`config.mk`:
```
export PLATFORM = sky130hd
export DESIGN_NAME = decimal_text_to_double_top
export DESIGN_NICKNAME = d
export VERILOG_FILES = /design/src/design/dtd_pkg.sv /design/src/design/decimal_text_to_double_top.sv /design/src/design/dtd_front.sv /design/src/design/dtd_queue.sv /design/src/design/dtd_fpu.sv /design/src/design/dtd_back.sv
export SDC_FILE = /design/constraint.sdc
export NUM_CORES = 2
export LEC_CHECK = 0
export BUFFER_PORTS_ARGS = -buffer_cell sky130_fd_sc_hd__buf_2
export CORE_ASPECT_RATIO = 1.75
export CORE_UTILIZATION = 45
export CTS_CLUSTER_DIAMETER = 120
export DETAILED_ROUTE_END_ITERATION = 16
export SLEW_MARGIN = 20
export SYNTH_ARGS = -nofsm -noshare
export SYNTH_HDL_FRONTEND = slang
export SYNTH_SLANG_ARGS = --single-unit
export TNS_END_PERCENT = 10
```
`constraint.sdc`:
```
create_clock -name clk -period 13.2 [get_ports clk]
set_clock_uncertainty 0.15 [all_clocks]
set_input_delay 2.64 -clock clk [delete_from_list [all_inputs] [get_ports clk]]
set_output_delay 2.64 -clock clk [all_outputs]
set_load 0.02 [all_outputs]
```
`src/design/dtd_pkg.sv`:
```
`timescale 1ns / 1ps
package dtd_pkg;

  localparam logic [15:0] COUNT_MAX    = 16'd65535;
  localparam logic [8:0]  EXPONENT_MAX = 9'd511;
  localparam int          QDEPTH       = 4;
  localparam int          QPTR_W       = $clog2(QDEPTH);

  localparam logic [63:0] DBL_ZERO  = 64'h0000_0000_0000_0000;
  localparam logic [63:0] DBL_ONE   = 64'h3FF0_0000_0000_0000;
  localparam logic [63:0] DBL_TEN   = 64'h4024_0000_0000_0000;
  localparam logic [63:0] DBL_TENTH = 64'h3FB9_9999_9999_999A;
  localparam logic [63:0] DBL_INF   = 64'h7FF0_0000_0000_0000;
  localparam logic [63:0] DBL_DNAN  = 64'hFFF8_0000_0000_0000;
  localparam logic [63:0] DBL_QBIT  = 64'h0008_0000_0000_0000;

  typedef enum logic [1:0] {
    CMD_INT_DIGIT,
    CMD_FRAC_DIGIT,
    CMD_FRAC_START,
    CMD_FINISH
  } cmd_kind_t;

  typedef struct packed {
    cmd_kind_t   kind;
    logic [3:0]  digit;
    logic        negative;
    logic        zero;
    logic [8:0]  exp_count;
    logic        exp_negative;
    logic [15:0] count;
  } cmd_t;

  typedef enum logic {
    OP_MUL,
    OP_ADD
  } fpu_op_t;

  // exact binary64 value of a decimal digit
  function automatic logic [63:0] digit_to_dbl(input logic [3:0] d);
    logic [63:0] r;
    unique case (d)
      4'd0:    r = 64'h0000_0000_0000_0000;
      4'd1:    r = 64'h3FF0_0000_0000_0000;
      4'd2:    r = 64'h4000_0000_0000_0000;
      4'd3:    r = 64'h4008_0000_0000_0000;
      4'd4:    r = 64'h4010_0000_0000_0000;
      4'd5:    r = 64'h4014_0000_0000_0000;
      4'd6:    r = 64'h4018_0000_0000_0000;
      4'd7:    r = 64'h401C_0000_0000_0000;
      4'd8:    r = 64'h4020_0000_0000_0000;
      4'd9:    r = 64'h4022_0000_0000_0000;
      default: r = 64'h0000_0000_0000_0000;
    endcase
    return r;
  endfunction

endpackage

```
`src/design/decimal_text_to_double_top.sv`:
```
`timescale 1ns / 1ps
// decimal text to binary64, one byte per transfer; a result leaves on the terminating byte
// bytes are taken one per cycle while the 4-entry command queue has room
// back end: an integer digit is a multiply and an add, a fraction digit also a scale step
// terminator: up to 9 multiplies and 8 squarings before the output register
// subnormal operands or results add normalize shifts to each fp operation
// rst is synchronous, active high: clears parse state, queue fill and output valid
module decimal_text_to_double_top import dtd_pkg::*; (
  input  logic        clk,
  input  logic        rst,
  input  logic        s_tvalid,
  output logic        s_tready,
  input  logic [7:0]  s_tdata,   // ch[7:0]
  output logic        m_tvalid,
  input  logic        m_tready,
  output logic [79:0] m_tdata    // value_bits[63:0], end_offset[79:64]
);

  // front to queue
  logic push, q_full;
  cmd_t cmd_in;

  // queue to back
  logic q_valid, pop;
  cmd_t cmd_out;

  logic [63:0] value_bits;
  logic [15:0] end_offset;

  // parser: whitespace, sign, digits, exponent; emits float work commands
  dtd_front u_front (
    .clk      (clk),
    .rst      (rst),
    .in_valid (s_tvalid),
    .in_ready (s_tready),
    .ch       (s_tdata),
    .q_full   (q_full),
    .push     (push),
    .cmd      (cmd_in)
  );

  // short queue so parsing runs ahead of the float unit
  dtd_queue u_queue (
    .clk     (clk),
    .rst     (rst),
    .push    (push),
    .cmd_in  (cmd_in),
    .full    (q_full),
    .pop     (pop),
    .valid   (q_valid),
    .cmd_out (cmd_out)
  );

  // float sequencer with shared multiply/add unit and output register
  dtd_back u_back (
    .clk        (clk),
    .rst        (rst),
    .q_valid    (q_valid),
    .q_cmd      (cmd_out),
    .pop        (pop),
    .out_valid  (m_tvalid),
    .out_ready  (m_tready),
    .value_bits (value_bits),
    .end_offset (end_offset)
  );

  assign m_tdata = {end_offset, value_bits};

endmodule

```
`src/design/dtd_front.sv`:
```
`timescale 1ns / 1ps
module dtd_front import dtd_pkg::*; (
  input  logic       clk,
  input  logic       rst,
  input  logic       in_valid,
  output logic       in_ready,
  input  logic [7:0] ch,
  input  logic       q_full,
  output logic       push,
  output cmd_t       cmd
);

  typedef enum logic [2:0] {
    P_SPACE,
    P_INT,
    P_FRAC,
    P_ESTART,
    P_EDIG
  } phase_t;

  phase_t      phase, phase_next, ph;
  logic        negative, negative_next;
  logic [8:0]  exp_count, exp_count_next;
  logic        exp_neg, exp_neg_next;
  logic [15:0] byte_count, byte_count_next;

  logic        is_ws, is_dig, is_sign, is_e, is_dot;
  logic [3:0]  dig;
  logic [12:0] exp_acc;
  logic        bump, fin, fin_zero, gen;
  logic        accept;

  assign in_ready = !q_full;
  assign accept   = in_valid && in_ready;

  assign is_ws   = (ch == 8'd32) || (ch >= 8'd9 && ch <= 8'd13);
  assign is_dig  = (ch >= 8'd48) && (ch <= 8'd57);
  assign is_sign = (ch == 8'd45) || (ch == 8'd43);
  assign is_e    = ((ch | 8'd32) == 8'd101);
  assign is_dot  = (ch == 8'd46);
  assign dig     = 4'(ch - 8'd48);
  assign exp_acc = 13'({4'b0, exp_count} * 13'd10) + {9'b0, dig};

  always_comb begin
    phase_next      = phase;
    negative_next   = negative;
    exp_count_next  = exp_count;
    exp_neg_next    = exp_neg;
    bump            = 1'b0;
    fin             = 1'b0;
    fin_zero        = 1'b0;
    gen             = 1'b0;
    cmd             = '0;
    cmd.kind        = CMD_FINISH;
    ph              = (phase == P_SPACE) ? P_INT : phase;
    if (phase == P_SPACE && is_ws) begin
      bump = 1'b1;
    end else if (phase == P_SPACE && is_sign) begin
      negative_next = (ch == 8'd45);
      phase_next    = P_INT;
      bump          = 1'b1;
    end else begin
      // the first byte that is not whitespace leaves the whitespace phase
      phase_next = ph;
      unique case (ph)
        P_INT: begin
          if (is_dig) begin
            gen = 1'b1; cmd.kind = CMD_INT_DIGIT; cmd.digit = dig; bump = 1'b1;
          end else if (is_dot) begin
            gen = 1'b1; cmd.kind = CMD_FRAC_START; phase_next = P_FRAC; bump = 1'b1;
          end else if (is_e) begin
            phase_next = P_ESTART; bump = 1'b1;
          end else begin
            fin = 1'b1;
          end
        end
        P_FRAC: begin
          if (is_dig) begin
            gen = 1'b1; cmd.kind = CMD_FRAC_DIGIT; cmd.digit = dig; bump = 1'b1;
          end else if (is_e) begin
            phase_next = P_ESTART; bump = 1'b1;
          end else begin
            fin = 1'b1;
          end
        end
        P_ESTART: begin
          if (is_sign) begin
            exp_neg_next = (ch == 8'd45); phase_next = P_EDIG; bump = 1'b1;
          end else if (is_dig) begin
            exp_count_next = (exp_acc > {4'b0, EXPONENT_MAX}) ? EXPONENT_MAX : exp_acc[8:0];
            phase_next     = P_EDIG;
            bump           = 1'b1;
          end else begin
            fin = 1'b1; fin_zero = 1'b1;
          end
        end
        P_EDIG: begin
          if (is_dig) begin
            exp_count_next = (exp_acc > {4'b0, EXPONENT_MAX}) ? EXPONENT_MAX : exp_acc[8:0];
            bump           = 1'b1;
          end else begin
            fin = 1'b1;
          end
        end
        default: begin
          fin = 1'b1;
        end
      endcase
    end

    byte_count_next = byte_count;
    if (bump && byte_count != COUNT_MAX) byte_count_next = byte_count + 16'd1;

    if (fin) begin
      gen              = 1'b1;
      cmd.kind         = CMD_FINISH;
      cmd.negative     = negative;
      cmd.zero         = fin_zero;
      cmd.exp_count    = exp_count;
      cmd.exp_negative = exp_neg;
      cmd.count        = fin_zero ? 16'd0 : byte_count;
      phase_next       = P_SPACE;
      negative_next    = 1'b0;
      exp_count_next   = 9'd0;
      exp_neg_next     = 1'b0;
      byte_count_next  = 16'd0;
    end
  end

  assign push = accept && gen;

  always_ff @(posedge clk) begin
    if (rst) begin
      phase      <= P_SPACE;
      negative   <= 1'b0;
      exp_count  <= 9'd0;
      exp_neg    <= 1'b0;
      byte_count <= 16'd0;
    end else if (accept) begin
      phase      <= phase_next;
      negative   <= negative_next;
      exp_count  <= exp_count_next;
      exp_neg    <= exp_neg_next;
      byte_count <= byte_count_next;
    end
  end

endmodule

```
`src/design/dtd_queue.sv`:
```
`timescale 1ns / 1ps
module dtd_queue import dtd_pkg::*; (
  input  logic clk,
  input  logic rst,
  input  logic push,
  input  cmd_t cmd_in,
  output logic full,
  input  logic pop,
  output logic valid,
  output cmd_t cmd_out
);

  cmd_t              mem [QDEPTH];
  logic [QPTR_W-1:0] wr_ptr, rd_ptr;
  logic [QPTR_W:0]   fill;

  assign full    = (fill == (QPTR_W+1)'(QDEPTH));
  assign valid   = (fill != '0);
  assign cmd_out = mem[rd_ptr];

  always_ff @(posedge clk) begin
    if (push) mem[wr_ptr] <= cmd_in;
  end

  always_ff @(posedge clk) begin
    if (rst) begin
      wr_ptr <= '0;
      rd_ptr <= '0;
      fill   <= '0;
    end else begin
      if (push) wr_ptr <= wr_ptr + 1'b1;
      if (pop)  rd_ptr <= rd_ptr + 1'b1;
      if (push && !pop)      fill <= fill + 1'b1;
      else if (pop && !push) fill <= fill - 1'b1;
    end
  end

endmodule

```
`src/design/dtd_fpu.sv`:
```
`timescale 1ns / 1ps
module dtd_fpu import dtd_pkg::*; (
  input  logic        clk,
  input  logic        rst,
  input  logic        start,
  input  fpu_op_t     op,
  input  logic [63:0] a,
  input  logic [63:0] b,
  output logic        done,
  output logic [63:0] res
);

  // operands are non-negative or nan; rounding is nearest even

  typedef enum logic [2:0] {
    F_IDLE,
    F_MUL,
    F_NORM,
    F_ROUND,
    F_DONE
  } fstate_t;

  fstate_t state;

  logic [10:0] ea, eb, eaa, ebb;
  logic [51:0] fa, fb;
  logic [52:0] ma, mb;
  logic        a_nan, b_nan, a_inf, b_inf, a_zero, b_zero;

  assign ea = a[62:52];
  assign eb = b[62:52];
  assign fa = a[51:0];
  assign fb = b[51:0];
  assign a_nan  = (&ea) && (|fa);
  assign b_nan  = (&eb) && (|fb);
  assign a_inf  = (&ea) && !(|fa);
  assign b_inf  = (&eb) && !(|fb);
  assign a_zero = (ea == 11'd0) && (fa == 52'd0);
  assign b_zero = (eb == 11'd0) && (fb == 52'd0);
  assign ma  = {|ea, fa};
  assign mb  = {|eb, fb};
  assign eaa = (ea == 11'd0) ? 11'd1 : ea;
  assign ebb = (eb == 11'd0) ? 11'd1 : eb;

  // alignment for the adder
  logic        a_big;
  logic [52:0] hi_m, lo_m;
  logic [10:0] hi_e, lo_e, diff;
  logic [6:0]  dsh;
  logic [105:0] lo_full, add_sum;
  logic        add_st;

  assign a_big   = (eaa >= ebb);
  assign hi_m    = a_big ? ma : mb;
  assign lo_m    = a_big ? mb : ma;
  assign hi_e    = a_big ? eaa : ebb;
  assign lo_e    = a_big ? ebb : eaa;
  assign diff    = hi_e - lo_e;
  assign dsh     = (diff > 11'd106) ? 7'd106 : diff[6:0];
  assign lo_full = {1'b0, lo_m, 52'b0};
  assign add_sum = {1'b0, hi_m, 52'b0} + (lo_full >> dsh);
  assign add_st  = |(lo_full & ~({106{1'b1}} << dsh));

  // partial products of the mantissa multiply
  logic [52:0]  ma_r, mb_r;
  logic [2:0]   k, kp;
  logic [26:0]  px, py;
  logic [53:0]  prod, pp;
  logic [6:0]   psh;

  assign px   = (k == 3'd2 || k == 3'd3) ? ma_r[52:26] : {1'b0, ma_r[25:0]};
  assign py   = (k == 3'd1 || k == 3'd3) ? mb_r[52:26] : {1'b0, mb_r[25:0]};
  assign prod = px * py;
  assign kp   = k - 3'd1;
  assign psh  = (kp == 3'd0) ? 7'd0 : ((kp == 3'd3) ? 7'd52 : 7'd26);

  // working value: m with msb weight 2^(e-1023)
  logic [105:0]       m;
  logic signed [13:0] e;
  logic               st;

  // final rounding
  logic signed [13:0] amt, ee, ee_f;
  logic [6:0]         rs;
  logic [105:0]       m_r;
  logic               st_r, g, s, inc;
  logic [52:0]        mant, mant_f;
  logic [53:0]        sum54;
  logic [63:0]        rnd_res;

  always_comb begin
    amt   = 14'sd1 - e;
    rs    = (e >= 14'sd1) ? 7'd0 : ((amt > 14'sd106) ? 7'd106 : amt[6:0]);
    m_r   = m >> rs;
    st_r  = st | (|(m & ~({106{1'b1}} << rs)));
    mant  = m_r[105:53];
    g     = m_r[52];
    s     = st_r | (|m_r[51:0]);
    inc   = g && (s || mant[0]);
    sum54 = {1'b0, mant} + {53'b0, inc};
    ee    = (e < 14'sd1) ? 14'sd1 : e;
    if (sum54[53]) begin
      mant_f = sum54[53:1];
      ee_f   = ee + 14'sd1;
    end else begin
      mant_f = sum54[52:0];
      ee_f   = ee;
    end
    if (ee_f >= 14'sd2047) rnd_res = DBL_INF;
    else rnd_res = {1'b0, (mant_f[52] ? ee_f[10:0] : 11'd0), mant_f[51:0]};
  end

  always_ff @(posedge clk) begin
    if (rst) begin
      state <= F_IDLE;
      done  <= 1'b0;
    end else begin
      done <= (state == F_DONE);
      unique case (state)
        F_IDLE: begin
          if (start) begin
            if (a_nan) begin
              res <= a | DBL_QBIT; state <= F_DONE;
            end else if (b_nan) begin
              res <= b | DBL_QBIT; state <= F_DONE;
            end else if (op == OP_MUL) begin
              if ((a_inf && b_zero) || (b_inf && a_zero)) begin
                res <= DBL_DNAN; state <= F_DONE;
              end else if (a_inf || b_inf) begin
                res <= DBL_INF; state <= F_DONE;
              end else if (a_zero || b_zero) begin
                res <= DBL_ZERO; state <= F_DONE;
              end else begin
                ma_r  <= ma;
                mb_r  <= mb;
                m     <= '0;
                st    <= 1'b0;
                k     <= 3'd0;
                e     <= $signed({3'b0, eaa}) + $signed({3'b0, ebb}) - 14'sd1022;
                state <= F_MUL;
              end
            end else begin
              if (a_inf || b_inf) begin
                res <= DBL_INF; state <= F_DONE;
              end else if (a_zero) begin
                res <= b; state <= F_DONE;
              end else if (b_zero) begin
                res <= a; state <= F_DONE;
              end else begin
                m     <= add_sum;
                st    <= add_st;
                e     <= $signed({3'b0, hi_e}) + 14'sd1;
                state <= F_NORM;
              end
            end
          end
        end
        F_MUL: begin
          if (k != 3'd4) pp <= prod;
          if (k != 3'd0) m <= m + ({52'b0, pp} << psh);
          k <= k + 3'd1;
          if (k == 3'd4) state <= F_NORM;
        end
        F_NORM: begin
          // one bit per cycle, stops at the subnormal floor
          if (!m[105] && e > 14'sd1) begin
            m <= {m[104:0], 1'b0};
            e <= e - 14'sd1;
          end else begin
            state <= F_ROUND;
          end
        end
        F_ROUND: begin
          res   <= rnd_res;
          state <= F_DONE;
        end
        F_DONE: begin
          state <= F_IDLE;
        end
        default: state <= F_IDLE;
      endcase
    end
  end

endmodule

```
`src/design/dtd_back.sv`:
```
`timescale 1ns / 1ps
module dtd_back import dtd_pkg::*; (
  input  logic        clk,
  input  logic        rst,
  input  logic        q_valid,
  input  cmd_t        q_cmd,
  output logic        pop,
  output logic        out_valid,
  input  logic        out_ready,
  output logic [63:0] value_bits,
  output logic [15:0] end_offset
);

  typedef enum logic [3:0] {
    B_IDLE,
    B_INT_MUL,
    B_INT_ADD,
    B_FR_SCALE,
    B_FR_MUL,
    B_FR_ADD,
    B_EXP_A,
    B_EXP_B,
    B_EXP_C,
    B_OUT
  } bstate_t;

  bstate_t     state;
  cmd_t        cur;
  logic [63:0] acc, scale, tmp, fac;
  logic [8:0]  ecnt;
  logic        issued;
  logic        issue;

  logic        f_start, f_done;
  fpu_op_t     f_op;
  logic [63:0] f_a, f_b, f_res;

  dtd_fpu u_fpu (
    .clk   (clk),
    .rst   (rst),
    .start (f_start),
    .op    (f_op),
    .a     (f_a),
    .b     (f_b),
    .done  (f_done),
    .res   (f_res)
  );

  assign pop = (state == B_IDLE) && q_valid;

  // each op state launches its float operation first (B_EXP_A: if ecnt[0])
  assign issue = !issued &&
                 ((state == B_INT_MUL) || (state == B_INT_ADD) || (state == B_FR_SCALE) ||
                  (state == B_FR_MUL) || (state == B_FR_ADD) || (state == B_EXP_C) ||
                  (state == B_EXP_A && ecnt[0]));

  always_ff @(posedge clk) begin
    if (rst) begin
      state     <= B_IDLE;
      issued    <= 1'b0;
      f_start   <= 1'b0;
      out_valid <= 1'b0;
      acc       <= DBL_ZERO;
      scale     <= DBL_ONE;
    end else begin
      f_start <= issue;
      if (out_valid && out_ready && state != B_OUT) out_valid <= 1'b0;
      unique case (state)
        B_IDLE: begin
          if (q_valid) begin
            cur <= q_cmd;
            unique case (q_cmd.kind)
              CMD_INT_DIGIT:  state <= B_INT_MUL;
              CMD_FRAC_DIGIT: state <= B_FR_SCALE;
              CMD_FRAC_START: scale <= DBL_ONE;
              CMD_FINISH: begin
                if (q_cmd.zero) begin
                  acc   <= DBL_ZERO;
                  state <= B_OUT;
                end else begin
                  fac   <= q_cmd.exp_negative ? DBL_TENTH : DBL_TEN;
                  ecnt  <= q_cmd.exp_count;
                  state <= B_EXP_A;
                end
              end
              default: state <= B_IDLE;
            endcase
          end
        end
        B_INT_MUL: begin
          if (!issued) begin
            f_a <= acc; f_b <= DBL_TEN; f_op <= OP_MUL; issued <= 1'b1;
          end else if (f_done) begin
            tmp <= f_res; issued <= 1'b0; state <= B_INT_ADD;
          end
        end
        B_INT_ADD: begin
          if (!issued) begin
            f_a <= tmp; f_b <= digit_to_dbl(cur.digit); f_op <= OP_ADD;
            issued <= 1'b1;
          end else if (f_done) begin
            acc <= f_res; issued <= 1'b0; state <= B_IDLE;
          end
        end
        B_FR_SCALE: begin
          if (!issued) begin
            f_a <= scale; f_b <= DBL_TENTH; f_op <= OP_MUL; issued <= 1'b1;
          end else if (f_done) begin
            scale <= f_res; issued <= 1'b0; state <= B_FR_MUL;
          end
        end
        B_FR_MUL: begin
          if (!issued) begin
            f_a <= digit_to_dbl(cur.digit); f_b <= scale; f_op <= OP_MUL;
            issued <= 1'b1;
          end else if (f_done) begin
            tmp <= f_res; issued <= 1'b0; state <= B_FR_ADD;
          end
        end
        B_FR_ADD: begin
          if (!issued) begin
            f_a <= acc; f_b <= tmp; f_op <= OP_ADD; issued <= 1'b1;
          end else if (f_done) begin
            acc <= f_res; issued <= 1'b0; state <= B_IDLE;
          end
        end
        B_EXP_A: begin
          // multiply in the current power when its exponent bit is set
          if (!ecnt[0]) begin
            state <= B_EXP_B;
          end else if (!issued) begin
            f_a <= acc; f_b <= fac; f_op <= OP_MUL; issued <= 1'b1;
          end else if (f_done) begin
            acc <= f_res; issued <= 1'b0; state <= B_EXP_B;
          end
        end
        B_EXP_B: begin
          ecnt <= {1'b0, ecnt[8:1]};
          if (ecnt[8:1] == 8'd0) state <= B_OUT;
          else state <= B_EXP_C;
        end
        B_EXP_C: begin
          if (!issued) begin
            f_a <= fac; f_b <= fac; f_op <= OP_MUL; issued <= 1'b1;
          end else if (f_done) begin
            fac <= f_res; issued <= 1'b0; state <= B_EXP_A;
          end
        end
        B_OUT: begin
          if (!out_valid || out_ready) begin
            out_valid  <= 1'b1;
            value_bits <= acc ^ {cur.negative, 63'b0};
            end_offset <= cur.count;
            acc        <= DBL_ZERO;
            scale      <= DBL_ONE;
            state      <= B_IDLE;
          end
        end
        default: state <= B_IDLE;
      endcase
    end
  end

endmodule

```
==> run metrics <==
hold path depth=0; Startpoint Class=flop; Top FF cell, synth=edfxtp_1; largest net degree at the start of global routing=84; Reg-to-Reg Start=u_back.f_a[59]; Avg Inst Size Synth=about 9 um2; DR DRC count=0; Slew headroom=8.63%; total track usage=between 40 and 50%; CP endpoint kind=flop; type of the tightest min-delay check=reg2reg; Most Frequent Cell on Critical Path=o21ai_0; CTS tree=built; crit path kind=reg2reg; Worst-Skew Late Latency=slightly below 0.8 ns; Distinct cells, synth=120; vias per std cell=6.66; number of nets in the layout=around 11000; Yosys reg bits=around 1000; fin crit period=between 10 and 15 ns; clk sink count=around 1000; fill cell count=about 19000; worst path required time=~13 ns; H-tree depth=3; Post-Syn Area=slightly above 90000 um2; Levels on crit path=43; Final Wtd Congestion=between 1 and 1.5; buffer levels on the longest clock path=3; most instantiated cells after synthesis=1665 x nand2_1, 851 x edfxtp_1, 808 x inv_1; CTS Buf Count=approximately 100; Row Count=approximately 220; Worst Tran Pin Value=~1.4 ns; area grow syn2layout=8.59%; GRT overflow=0; WP data arrival=12.71 ns; Final Cycle Share=between 90 and 100%; DR pass1 iterations=9; FF-to-FF End=u_back.u_fpu.m[100]; Clk pin slew, worst setup/hold paths=approximately 0.070 ns; vias in the first global route=84800; min-delay src=u_back.cur[15]; Fin Setup TNS=0 ns; routed vias=85800; cells on worst reg2reg path=43; final max-slew violation count=0; final setup vio count=0; status=finished clean; io pins=94; Post-synth EDFFs=851; area share of the largest cell type after synthesis=between 20 and 30%; sequential area share after synthesis=31.7%; hpwl dp=roughly 360 mm; Detailed Route WL=around 470 mm; final hold violation count=0; Post-Synthesis Net Count=between 10000 and 15000; initial antenna violation count=53; Post-CTS Hold Buffers=0; Die Wd=~340 um; Final ANT Viol Nets=0; max_cap viols=0; Root Buffer=clkbuf_16; hold path endpoint=u_back.end_offset[15]; share of layout cells above drive strength 1=just under 9%; starting density of the core=a little under half; Die Ht=approximately 600 um; Syn. warnings=0; slowest cell delay on critical path=0.61 ns; crit-path leading delay family=compound AO/OA/AOI/OAI gates; WP buf/inv=2; crit path max-delay cell type=a311oi_2; met2 Use GR=71.9%; R2R setup slack=just under 0.8 ns; top post-synthesis cells by area=edfxtp_1 28%, fa_1 14%, nand2_1 6.8%; Post-synth ARST share=0%; global-route wire length before repair=approximately 650 mm; M1 GR Usage=a little under half; CP max FO=25; top-count cell post-synth=nand2_1; DIE AREA=207000 um2; Buffers on Ports=93; DR iter-0 viols=11000; Core ar.=just over 200000 um2; routed len/inst=between 30 and 40 um; grt met3 use=between 10% and 20%; maximum clock frequency=about 0.081 GHz; Post-Syn Instances=approximately 10000; GRT busiest layer=met2; post-synth top area cell=edfxtp_1; unrepaired setup endpoints after global routing=false
## layer usage
metal | vias up | share of wire (%)
met5 | - | 0.027
met4 | 20 | 13
met3 | 1866 | 8.9
met2 | 5622 | 46
met1 | 42500 | 32
li1 | 35800 | -
## cells by family after synthesis
kind of cell             share of synthesized area [%]
AO/OA/AOI/OAI                                     16.6
XOR/XNOR                                          2.96
adder cells (fa/ha/maj)                           19.5
buffers and inverters                             5.98
flip-flops                                        31.7
multiplexers                                      5.48
AND/OR/NAND/NOR                                   17.7
## cell usage in the layout (no fill, tap or decap), drive strengths merged, types with 79 or more instances in the layout
cell    netlist  final
a21o        143    143
a21oi       698    698
a222oi      110    110
a22oi       118    118
and2        183    183
and3         83     83
buf         133    410
clkbuf      493    131
dfxtp       185    185
edfxtp      851    851
fa          630    630
ha          427    427
inv         808    814
mux2        107    107
mux2i       308    308
nand2      1665   1665
nand3       320    320
nand4        81     81
nor2        755    755
nor3        143    143
o211ai       85     85
o21ai       433    433
o22ai        79     79
xnor2       204    204
xor2        106    106
## timing repair
action / in CTS / in global routing
setup endpoints to repair: 0 / 2
buffers inserted: 0 / 0
gates resized for setup: 0 / 1
## worst max path at each step
stage	from	end	slack [ns]
final	u_back.f_a[59]	u_back.u_fpu.m[100]	0.78
after global routing	u_back.f_a[57]	u_back.u_fpu.m[100]	0.14
after CTS	u_back.f_a[57]	u_back.u_fpu.m[102]	0.81
after detailed placement	u_back.f_a[57]	u_back.u_fpu.m[102]	0.94
after global placement	u_back.f_a[57]	u_back.u_fpu.m[102]	0.91
after floorplan	u_back.f_a[57]	u_back.u_fpu.m[100]	2.91
## sequential cells by signal, indices dropped and copies added (netlist names), 16 cells and up, named ones only
| register | cells |
|---|---|
| u_back.f_a | 64 |
| u_back.u_fpu.mb_r | 53 |
| u_back.cur | 21 |
| u_back.u_fpu.pp | 54 |
| u_front.byte_count | 16 |
| u_back.end_offset | 16 |
| u_back.u_fpu.ma_r | 53 |
| u_back.f_b | 64 |
| u_back.tmp | 64 |
| u_queue.mem | 136 |
| u_back.u_fpu.m | 106 |
| u_back.u_fpu.res | 64 |
| u_back.scale | 64 |
| u_back.acc | 64 |
| u_back.value_bits | 64 |
| u_back.fac | 64 |
## layout make-up
cell class              count  area [um2]  area share [%]
clock inverters            54         743           0.743
well taps                2652        3320            3.32
repair buffers            410        2940            2.93
clock buffers             131        2720            2.72
flip-flops and latches   1036       29300            29.2
inverters                 809        3040            3.03
multi-input cells        7720       57900            57.8
diodes                     72         180           0.180
## stage by stage
step           cell area, um2  hold WS [ns]  instances  setup WS, ns  utilization [%]
2_1_floorplan           92200         0.250      10200          2.91                -
3_3_place_gp            96200         0.258      12600         0.912             47.3
3_5_place_dp            96200         0.255      12600         0.944             47.3
4_1_cts                 99700         0.269      12800         0.808             49.0
5_1_grt                100000         0.277      12800         0.139             49.2
6_report               100000         0.270      12900         0.780             49.2
Power is left out: the tool's default activity adds up to more than one toggle a clock period on the data nets, which glitch-free logic cannot reach.
